File: src/hdl/bfd_pkg.sv
// Types and constants for the $BIN frame deframer.
package bfd_pkg;

  localparam int unsigned MAX_PAYLOAD_DEF = 1024;

  localparam int unsigned BC_W = 17;

  // "$BIN" header bytes
  localparam logic [7:0]  HDR_B0 = 8'h24;
  localparam logic [7:0]  HDR_B1 = 8'h42;
  localparam logic [7:0]  HDR_B2 = 8'h49;
  localparam logic [7:0]  HDR_B3 = 8'h4E;
  localparam logic [23:0] HDR_WIN = {HDR_B0, HDR_B1, HDR_B2};

  localparam logic [15:0] ID_MIN = 16'h001F;
  localparam logic [15:0] ID_MAX = 16'h0024;

  localparam logic [15:0] TRAILER = 16'h0D0A;

  // byte positions within a frame
  localparam logic [BC_W-1:0] POS_HDR_FULL = 17'd3;
  localparam logic [BC_W-1:0] POS_ID_LO    = 17'd4;
  localparam logic [BC_W-1:0] POS_ID_HI    = 17'd5;
  localparam logic [BC_W-1:0] POS_LEN_LO   = 17'd6;
  localparam logic [BC_W-1:0] POS_LEN_HI   = 17'd7;
  localparam logic [BC_W-1:0] POS_BODY     = 17'd8;
  localparam logic [BC_W-1:0] FRAME_OVERHEAD = 17'd12;

  typedef enum logic [1:0] {
    PH_HUNT,
    PH_ID,
    PH_LEN,
    PH_BODY
  } phase_t;

  typedef enum logic [2:0] {
    ST_BUSY        = 3'd0,
    ST_GOOD        = 3'd1,
    ST_BAD_ID      = 3'd2,
    ST_BAD_TRAILER = 3'd3,
    ST_BAD_SUM     = 3'd4,
    ST_TOO_LONG    = 3'd5
  } status_t;

  typedef struct packed {
    status_t    status;
    logic [5:0] frame_id;
  } res_t;

endpackage

File: src/hdl/bfd_in_reg.sv
// Input register stage: holds one received byte until the parser takes it.
module bfd_in_reg import bfd_pkg::*; (
  input  logic       clk,
  input  logic       rst_n,
  input  logic       in_valid,
  output logic       in_ready,
  input  logic [7:0] in_rx_byte,
  input  logic       adv,
  output logic       s1_valid,
  output logic [7:0] s1_byte
);

  logic       valid_r;
  logic [7:0] byte_r;

  assign in_ready = !valid_r || adv;
  assign s1_valid = valid_r;
  assign s1_byte  = byte_r;

  always_ff @(posedge clk) begin
    if (!rst_n) begin
      valid_r <= 1'b0;
    end else if (in_valid && in_ready) begin
      valid_r <= 1'b1;
    end else if (adv) begin
      valid_r <= 1'b0;
    end
  end

  always_ff @(posedge clk) begin
    if (in_valid && in_ready) begin
      byte_r <= in_rx_byte;
    end
  end

endmodule

File: src/hdl/bfd_core.sv
// Frame parser: state registers and the per-byte next-state logic.
module bfd_core import bfd_pkg::*; #(
  parameter int unsigned MAX_PAYLOAD = MAX_PAYLOAD_DEF
) (
  input  logic       clk,
  input  logic       rst_n,
  input  logic       adv,
  input  logic [7:0] rx_byte,
  output res_t       res_nxt
);

  phase_t            phase_r, phase_nxt;
  logic [BC_W-1:0]   bc_r, bc_nxt;
  logic [23:0]       win_r, win_nxt;
  logic [15:0]       id_r, id_nxt;
  logic [15:0]       len_r, len_nxt;
  logic [15:0]       sum_r, sum_nxt;
  logic [15:0]       chk_r, chk_nxt;
  logic [15:0]       last_r, last_nxt;

  logic [15:0]       len_full;
  logic [BC_W-1:0]   len_ext;
  logic [BC_W-1:0]   chk_pos;
  logic [BC_W-1:0]   bc_inc;

  assign len_full = {rx_byte, len_r[7:0]};
  assign len_ext  = {1'b0, len_r};
  assign chk_pos  = len_ext + POS_BODY;
  assign bc_inc   = bc_r + 17'd1;

  always_ff @(posedge clk) begin
    if (!rst_n) begin
      phase_r <= PH_HUNT;
      bc_r    <= '0;
      win_r   <= '0;
      id_r    <= '0;
      len_r   <= '0;
      sum_r   <= '0;
      chk_r   <= '0;
      last_r  <= '0;
    end else if (adv) begin
      phase_r <= phase_nxt;
      bc_r    <= bc_nxt;
      win_r   <= win_nxt;
      id_r    <= id_nxt;
      len_r   <= len_nxt;
      sum_r   <= sum_nxt;
      chk_r   <= chk_nxt;
      last_r  <= last_nxt;
    end
  end

  always_comb begin
    phase_nxt = phase_r;
    bc_nxt    = bc_r;
    win_nxt   = win_r;
    id_nxt    = id_r;
    len_nxt   = len_r;
    sum_nxt   = sum_r;
    chk_nxt   = chk_r;
    last_nxt  = last_r;
    res_nxt.status   = ST_BUSY;
    res_nxt.frame_id = '0;

    unique case (phase_r)
      PH_HUNT: begin
        if (bc_r >= POS_HDR_FULL && win_r == HDR_WIN && rx_byte == HDR_B3) begin
          phase_nxt = PH_ID;
          bc_nxt    = POS_ID_LO;
          win_nxt   = '0;
        end else begin
          win_nxt = {win_r[15:0], rx_byte};
          bc_nxt  = (bc_r < POS_HDR_FULL) ? bc_inc : POS_HDR_FULL;
        end
      end
      PH_ID: begin
        if (bc_r == POS_ID_LO) begin
          id_nxt = {8'h00, rx_byte};
          bc_nxt = POS_ID_HI;
        end else begin
          id_nxt    = {rx_byte, id_r[7:0]};
          bc_nxt    = POS_LEN_LO;
          phase_nxt = PH_LEN;
        end
      end
      PH_LEN: begin
        if (bc_r == POS_LEN_LO) begin
          len_nxt = {8'h00, rx_byte};
          bc_nxt  = POS_LEN_HI;
        end else begin
          len_nxt = len_full;
          if (id_r < ID_MIN || id_r > ID_MAX) begin
            res_nxt.status = ST_BAD_ID;
            phase_nxt = PH_HUNT;
            bc_nxt    = '0;
            win_nxt   = '0;
          end else if (len_full > 16'(MAX_PAYLOAD)) begin
            res_nxt.status = ST_TOO_LONG;
            phase_nxt = PH_HUNT;
            bc_nxt    = '0;
            win_nxt   = '0;
          end else begin
            bc_nxt    = POS_BODY;
            sum_nxt   = '0;
            chk_nxt   = '0;
            last_nxt  = '0;
            phase_nxt = PH_BODY;
          end
        end
      end
      PH_BODY: begin
        bc_nxt = bc_inc;
        if (bc_r < chk_pos) begin
          sum_nxt = sum_r + {8'h00, rx_byte};
        end else if (bc_r == chk_pos) begin
          chk_nxt = {chk_r[15:8], rx_byte};
        end else if (bc_r == chk_pos + 17'd1) begin
          chk_nxt = {rx_byte, chk_r[7:0]};
        end
        last_nxt = {last_r[7:0], rx_byte};
        // frame ends on the LF byte, i.e. byte position L+11 of the frame
        if (bc_inc >= len_ext + FRAME_OVERHEAD) begin
          if (last_nxt != TRAILER) begin
            res_nxt.status = ST_BAD_TRAILER;
          end else if (chk_nxt != sum_nxt) begin
            res_nxt.status = ST_BAD_SUM;
          end else begin
            res_nxt.status   = ST_GOOD;
            res_nxt.frame_id = id_r[5:0];
          end
          phase_nxt = PH_HUNT;
          bc_nxt    = '0;
          win_nxt   = '0;
        end
      end
      default: begin
        phase_nxt = PH_HUNT;
        bc_nxt    = '0;
        win_nxt   = '0;
      end
    endcase
  end

endmodule

File: src/hdl/bfd_out_reg.sv
// Result register: holds one status until the consumer takes it.
module bfd_out_reg import bfd_pkg::*; (
  input  logic       clk,
  input  logic       rst_n,
  input  logic       load,
  input  res_t       res_in,
  output logic       out_valid,
  input  logic       out_ready,
  output logic [2:0] out_status,
  output logic [5:0] out_frame_id
);

  logic valid_r;
  res_t res_r;

  assign out_valid    = valid_r;
  assign out_status   = res_r.status;
  assign out_frame_id = res_r.frame_id;

  always_ff @(posedge clk) begin
    if (!rst_n) begin
      valid_r <= 1'b0;
    end else if (load) begin
      valid_r <= 1'b1;
    end else if (out_ready) begin
      valid_r <= 1'b0;
    end
  end

  always_ff @(posedge clk) begin
    if (load) begin
      res_r <= res_in;
    end
  end

endmodule

File: src/hdl/bin_frame_deframer.sv
// Top level of the $BIN frame deframer.
// Takes one received byte per transfer and returns one status per byte: busy or
// hunting, good frame (with ID bits 5:0), bad ID, bad trailer, bad checksum
// or too long. A byte passes through an input register and the parser into a
// result register, which holds each result until the consumer takes it. The block
// sustains one byte per clock; only back-pressure on the result side slows it.
// The payload is never stored, only summed, so there is no memory and no
// start-up sweep after reset. MAX_PAYLOAD sets the largest accepted length.
module bin_frame_deframer import bfd_pkg::*; #(
  parameter int unsigned MAX_PAYLOAD = MAX_PAYLOAD_DEF
) (
  input  logic       clk,
  input  logic       rst_n,
  input  logic       in_valid,
  output logic       in_ready,
  input  logic [7:0] in_rx_byte,
  output logic       out_valid,
  input  logic       out_ready,
  output logic [2:0] out_status,
  output logic [5:0] out_frame_id
);

  logic       s1_valid;
  logic [7:0] s1_byte;
  logic       adv;
  res_t       res_nxt;

  // move the held byte on when the result register is free or being emptied
  assign adv = s1_valid && (!out_valid || out_ready);

  bfd_in_reg u_in (
    .clk        (clk),
    .rst_n      (rst_n),
    .in_valid   (in_valid),
    .in_ready   (in_ready),
    .in_rx_byte (in_rx_byte),
    .adv        (adv),
    .s1_valid   (s1_valid),
    .s1_byte    (s1_byte)
  );

  bfd_core #(
    .MAX_PAYLOAD (MAX_PAYLOAD)
  ) u_core (
    .clk     (clk),
    .rst_n   (rst_n),
    .adv     (adv),
    .rx_byte (s1_byte),
    .res_nxt (res_nxt)
  );

  bfd_out_reg u_out (
    .clk          (clk),
    .rst_n        (rst_n),
    .load         (adv),
    .res_in       (res_nxt),
    .out_valid    (out_valid),
    .out_ready    (out_ready),
    .out_status   (out_status),
    .out_frame_id (out_frame_id)
  );

endmodule

File: config.mk
export PLATFORM = sky130hd
export DESIGN_NAME = bin_frame_deframer
export DESIGN_NICKNAME = d
export VERILOG_FILES = /design/src/hdl/bfd_pkg.sv /design/src/hdl/bfd_in_reg.sv /design/src/hdl/bfd_core.sv /design/src/hdl/bfd_out_reg.sv /design/src/hdl/bin_frame_deframer.sv
export SDC_FILE = /design/constraint.sdc
export NUM_CORES = 1
export LEC_CHECK = 0
export BUFFER_PORTS_ARGS = -buffer_cell sky130_fd_sc_hd__buf_4
export CAP_MARGIN = 20
export CORE_MARGIN = 5
export CORE_UTILIZATION = 55
export DETAILED_ROUTE_END_ITERATION = 8
export GPL_ROUTABILITY_DRIVEN = 0
export HOLD_SLACK_MARGIN = 0.08
export PLACE_DENSITY = 0.72
export SLEW_MARGIN = 20
export SYNTH_ARGS = -nofsm -noshare
export SYNTH_HDL_FRONTEND = slang
export SYNTH_SLANG_ARGS = --single-unit
File: constraint.sdc
create_clock -name clk -period 9.5 [get_ports clk]
set_clock_uncertainty 0.05 [all_clocks]
set_input_delay 1.425 -clock clk [delete_from_list [all_inputs] [get_ports clk]]
set_output_delay 1.425 -clock clk [all_outputs]
set_load 0.02 [all_outputs]
# Word-level counts from Yosys, hierarchy flattened
# Index checks and enable logic that the tools add are counted.
# totals
register_bits	134
output_inout_bits	11
word_cells	117
# classes
n_addsub	5
magnitude_cmp	7
eq_ne	18
n_mux	48
n_bitwise	2
n_reduce_logical	22
# op_table
op	count
$mux W16	11
$mux W24	5
$pmux W24 S3	1
$mux W17	4
$pmux W17 S4	1
$pmux W16 S2	2
$add A16 B4 Y17 const B	2
$add A17 B1 Y17 const B	2
$eq A17 B17 Y1	2
$eq A17 B3 Y1 const B	2
$eq A24 B22 Y1 const B	1
$ge A17 B17 Y1	1
$ge A17 B2 Y1 const B	1
$lt A17 B17 Y1	1
$lt A17 B2 Y1 const B	1
$add A16 B8 Y16	1
$gt A16 B11 Y1 const B	1
$gt A16 B6 Y1 const B	1
$lt A16 B5 Y1 const B	1
$ne A16 B12 Y1 const B	1
$ne A16 B16 Y1	1
$pmux W8 S2	1
$mux W3	5
$reduce_and A5 Y1	3
23 further kinds	50

# Longest topological paths before layout
# depth
ltp_word	12
ltp_mapped	19
depth_no_buf	17

# By module
# Synthesis repeated with hierarchy kept, for this count alone.
# unflattened
hier_cells	1008
area_unflattened_um2	8560.7
# by_module_without_submodules
mod	n_inst	cells_each	area_per_inst_um2
bfd_core	1	981	7940.1
bfd_out_reg	1	12	311.5
bfd_in_reg	1	13	297.8
bin_frame_deframer	1	2	11.3

# Least setup slack after synthesis
# OpenSTA, ideal clock, no wires.
# synth_timing
path_kind	reg2reg
start	reg u_core.len_r[3]
end	reg u_out.res_r (netlist bit u_out.out_frame_id[0]) (data pin)
arrival_ps	4200
path_slack_ps	5118
path_stages_with_launch	17
period_less_slack_ps	4382
cell_sequence	dfxtp_1 > ha_1 > nand3_2 > nor3_1 > xnor2_1 > ha_1 > nand4_1 > nor3_1 > o21ai_0 > a221oi_2 > nand4_1 > nor4_4 > mux2i_1 > xnor2_1 > nand4_1 > nor4_2 > and2_1
# synth_between
elab_chain_cells	9
elab_cells_between_ends	16
cone_classes	add/sub: 3; order compare: 2; eq/ne: 3; mux: 6; bitwise: 1; reduce/logical: 1
# synth_rtl
item	line	text
from (decl)	bfd_core.sv:16	logic [15:0] len_r, len_nxt;
from (signal assigned)	bfd_core.sv:46	len_r <= len_nxt;
$add A16 B4 Y17	bfd_core.sv:28	assign chk_pos = len_ext + POS_BODY;
$add A17 B1 Y17	bfd_core.sv:117	end else if (bc_r == chk_pos + 17'd1) begin
$eq A17 B17 Y1	bfd_core.sv:117	
$mux W16	bfd_core.sv:117	
$mux W16	bfd_core.sv:115	end else if (bc_r == chk_pos) begin
$mux W16	bfd_core.sv:113	if (bc_r < chk_pos) begin
$mux W16	bfd_core.sv:65	unique case (phase_r)
$ne A16 B16 Y1	bfd_core.sv:125	end else if (chk_nxt != sum_nxt) begin
$reduce_or A4 Y1 (no source line) (*)	-	
to (signal assigned)	bfd_out_reg.sv:32	res_r <= res_in;
to (decl)	bfd_out_reg.sv:14	res_t res_r;
# Every way passes the cells marked *; elsewhere a longest branch is shown, timed or not. The select of a mux whose other input is x is not followed.
# A chain may end at the register's enable or synchronous reset.

# Worst setup path in the final report
# layout_timing
start	reg u_core.len_r[7]
end	reg u_out.res_r (netlist bit u_out.out_frame_id[3]) (data pin)
# Same word-level chain as after synthesis.

==> run metrics <==
Multi-input gate area=5560 um^2; sequential area share after synthesis=between 30 and 40%; Synth top cells by count=nand2_1 (118), dfxtp_1 (117), xnor2_1 (63); Primary FF master, synth=dfxtp_1; initial antenna violation count=0; Initial Util=~56%; Synth area leader=dfxtp_1; part of the cycle the worst path needs=slightly below 60%; final setup vio count=0; CTS tree=done; Buf/Inv on CP=0; Relative slew margins=between 20% and 30%; Top delay family on crit path=simple AND/OR/NAND/NOR gates; most frequent CP cell=nand4_1; pin count of the biggest net entering global routing=91; Die W=136 um; Post-synth EDFFs=17; status=completed; crit-path max cell delay=0.66 ns; die height=136 um; fin. max-slew vios=0; Crit-path slowest cell=nor4_2; warnings from Yosys=0; cells after synthesis=1043; Max Cap Viol=0; setup ws final=between 3 and 4 ns; CP startpoint kind=register; H-tree levels=4; Sink Count=roughly 130; postcts setup bufs=0; WP data arrival=roughly 5.7 ns; Max rail drop VDD=roughly 0.13 mV; share of the synthesized area in the top cell type=between 20% and 30%; P&R area growth vs syn=8.80%; hold_buf cts=0; vias per cell=6.09; post-placement setup slack=4.00 ns; critical path class=register to register; total leakage power=3.35 nW; RSZ-0062 raised after global routing=false; worst-margin pin slew=around 1.1 ns; Pwr Density=about 140 nW/um^2; drt drc=0; Tot Pwr=1.31 mW; total track usage=around a quarter; root buffer cell=clkbuf_16; #FFs+latches synth=~130; met3 Usage GRT=approximately 5.3%; IO Count=23; Routed WL per cell=about 18 um; first-pass iteration count of the detailed router=6; Via Count=roughly 7600; syn_area_per_cell=around 8.4 um^2; final hold violations=0; filler cell count=approximately 1500; Fin Setup TNS=0 ns; Post-DP HPWL=~16 mm; post-route ant nets=0; Synth cell types=78; GRT busiest layer=met2; net count after synthesis=~1100; max frequency=between 150 and 200 MHz; hold_ws=approximately 0.41 ns; post-layout min period=between 5 and 6 ns; layout cell share with drive strength beyond 1=between 7 and 8%; crit path capture type=register; Core Region=15800 um^2; sequential cell area=between 2000 and 3000 um^2; TritonCTS Buffers=17; GR Overflow Total=0; Worst Path Max Fanout=16; met1 Resource Use GR=between 30% and 40%; grt met2 use=38.2%; final WL=22.2 mm; synthesized area=around 8800 um^2; first-pass GRT wire length=between 30 and 40 mm; Req. time, crit path=9.72 ns; clock slew at reported path FFs=approximately 0.06 ns; initial drt markers=678; Area contributors post-synth=dfxtp_1 (27%), ha_1 (7.4%), xnor2_1 (6.3%), edfxtp_1 (5.8%), nand2_1 (5.1%); Hold WC Path Type=register to register; vias in the first global route=between 6000 and 7000; Clock Tree Buf Depth=2; die outline area=between 15000 and 20000 um^2; count leader, synth=nand2_1; post-cts resize count=0; # rows=46; IO buf count=22; ys async rst share=0%; Final #Nets=1091; antenna fix cells=0; CP cell instances=nand4_1 -> or4_1 -> and2_1 -> ha_1 -> nand4_1 -> nor3_1 -> o21ai_0 -> a221oi_2 -> nand4_1 -> nor4_4 -> mux2i_1 -> xnor2_1 -> nand4_1 -> nor4_2 -> and2_1; Clock Latency Late Sink=~0.41 ns
[flip-flops by register name, indices dropped and copies added (netlist names)]
name / flops
u_core.id_r: 16
u_core.last_r: 8
u_core.phase_r: 2
u_in.s1_valid: 1
u_in.s1_byte: 8
u_out.out_frame_id: 6
u_core.chk_r: 16
u_core.win_r: 24
u_core.len_r: 16
u_core.bc_r: 17
u_out.out_valid: 1
u_out.out_status: 3
u_core.sum_r: 16
[worst paths after layout]
path	start	end	slack, ns	depth (start not counted)
hold reg to reg	u_core.win_r[18]$_SDFFE_PN0P_	u_core.win_r[18]$_SDFFE_PN0P_	0.41	2
hold / removal	u_core.win_r[18]$_SDFFE_PN0P_	u_core.win_r[18]$_SDFFE_PN0P_	0.41	2
setup reg to reg	u_core.len_r[7]$_SDFFE_PN0P_	u_out.out_frame_id[3]$_SDFFCE_PP0P_	4.00	15
setup / recovery	u_core.len_r[7]$_SDFFE_PN0P_	u_out.out_frame_id[3]$_SDFFCE_PP0P_	4.00	15
[routing by layer]
metal,vias up,routed length (um)
li1,3764,-
met1,3591,10300
met2,242,9950
met3,40,1360
met4,0,580
met5,-,0
[logic make-up after synthesis]
| group | after synthesis | share of synthesized area (%) |
|---|---|---|
| AOI/OAI and AO/OA | 244 | 19.1 |
| xor gates and xnor gates | 94 | 9.48 |
| adders and majority gates | 53 | 7.65 |
| buffers and inverters | 85 | 3.98 |
| DFF | 134 | 32.6 |
| muxes | 11 | 1.26 |
| and+or+nand+nor | 422 | 25.9 |
[where the power goes]
| part | leakage, nW | internal, mW | switching (mW) |
|---|---|---|---|
| combinational | 1.97 | 0.0332 | 0.0553 |
| clock | 0.276 | 0.348 | 0.270 |
| sequential | 1.10 | 0.583 | 0.0163 |
| total | 3.35 | 0.964 | 0.342 |
[final cells by class]
cell class / instances / area share [%]
tap: 216 / 2.84
timing repair buffer: 29 / 2.28
inverter: 20 / 0.788
clock buffer: 19 / 4.65
clock inverter: 13 / 1.16
multi-input combinational: 824 / 58.4
sequential: 134 / 29.9
[through the flow]
stage / cells / instance area, um^2 / util, %
after detailed placement: 1223 / 8980 / 56.9
after CTS: 1255 / 9530 / 60.4
after floorplan: 1043 / 8760 / -
final: 1255 / 9530 / 60.4
after global placement: 1223 / 8980 / 56.9
after global routing: 1255 / 9530 / 60.4
[worst reg2reg max path, cell delays in order, from the launching register on]
cell      delay (ns)
dfxtp_1         0.65
nand4_1         0.31
or4_1           0.51
and2_1          0.18
ha_1            0.29
nand4_1         0.12
nor3_1          0.34
o21ai_0         0.31
a221oi_2        0.34
nand4_1         0.17
nor4_4          0.61
mux2i_1         0.30
xnor2_1         0.14
nand4_1         0.15
nor4_2          0.66
and2_1          0.22
[layout by cell type (no fill, tap or decap), drive strengths merged, types with 4 or more instances in the layout]
cell,count
and4,5
nor4,14
a21o,9
o21ai,53
a21oi,35
nand3b,6
nor4b,4
edfxtp,17
mux2i,11
and3,7
nand2b,4
buf,29
o21a,12
inv,27
nor3,28
nand3,49
dfxtp,117
nor2b,49
a31oi,10
nand2,119
clkinv,6
a221oi,4
nor2,47
nand4,49
xor2,30
a32o,10
o22ai,7
o21bai,4
and2,20
xnor2,64
a22oi,31
clkbuf,19
a21boi,39
ha,52
No activity file was read; power rests on OpenSTA's default activity.
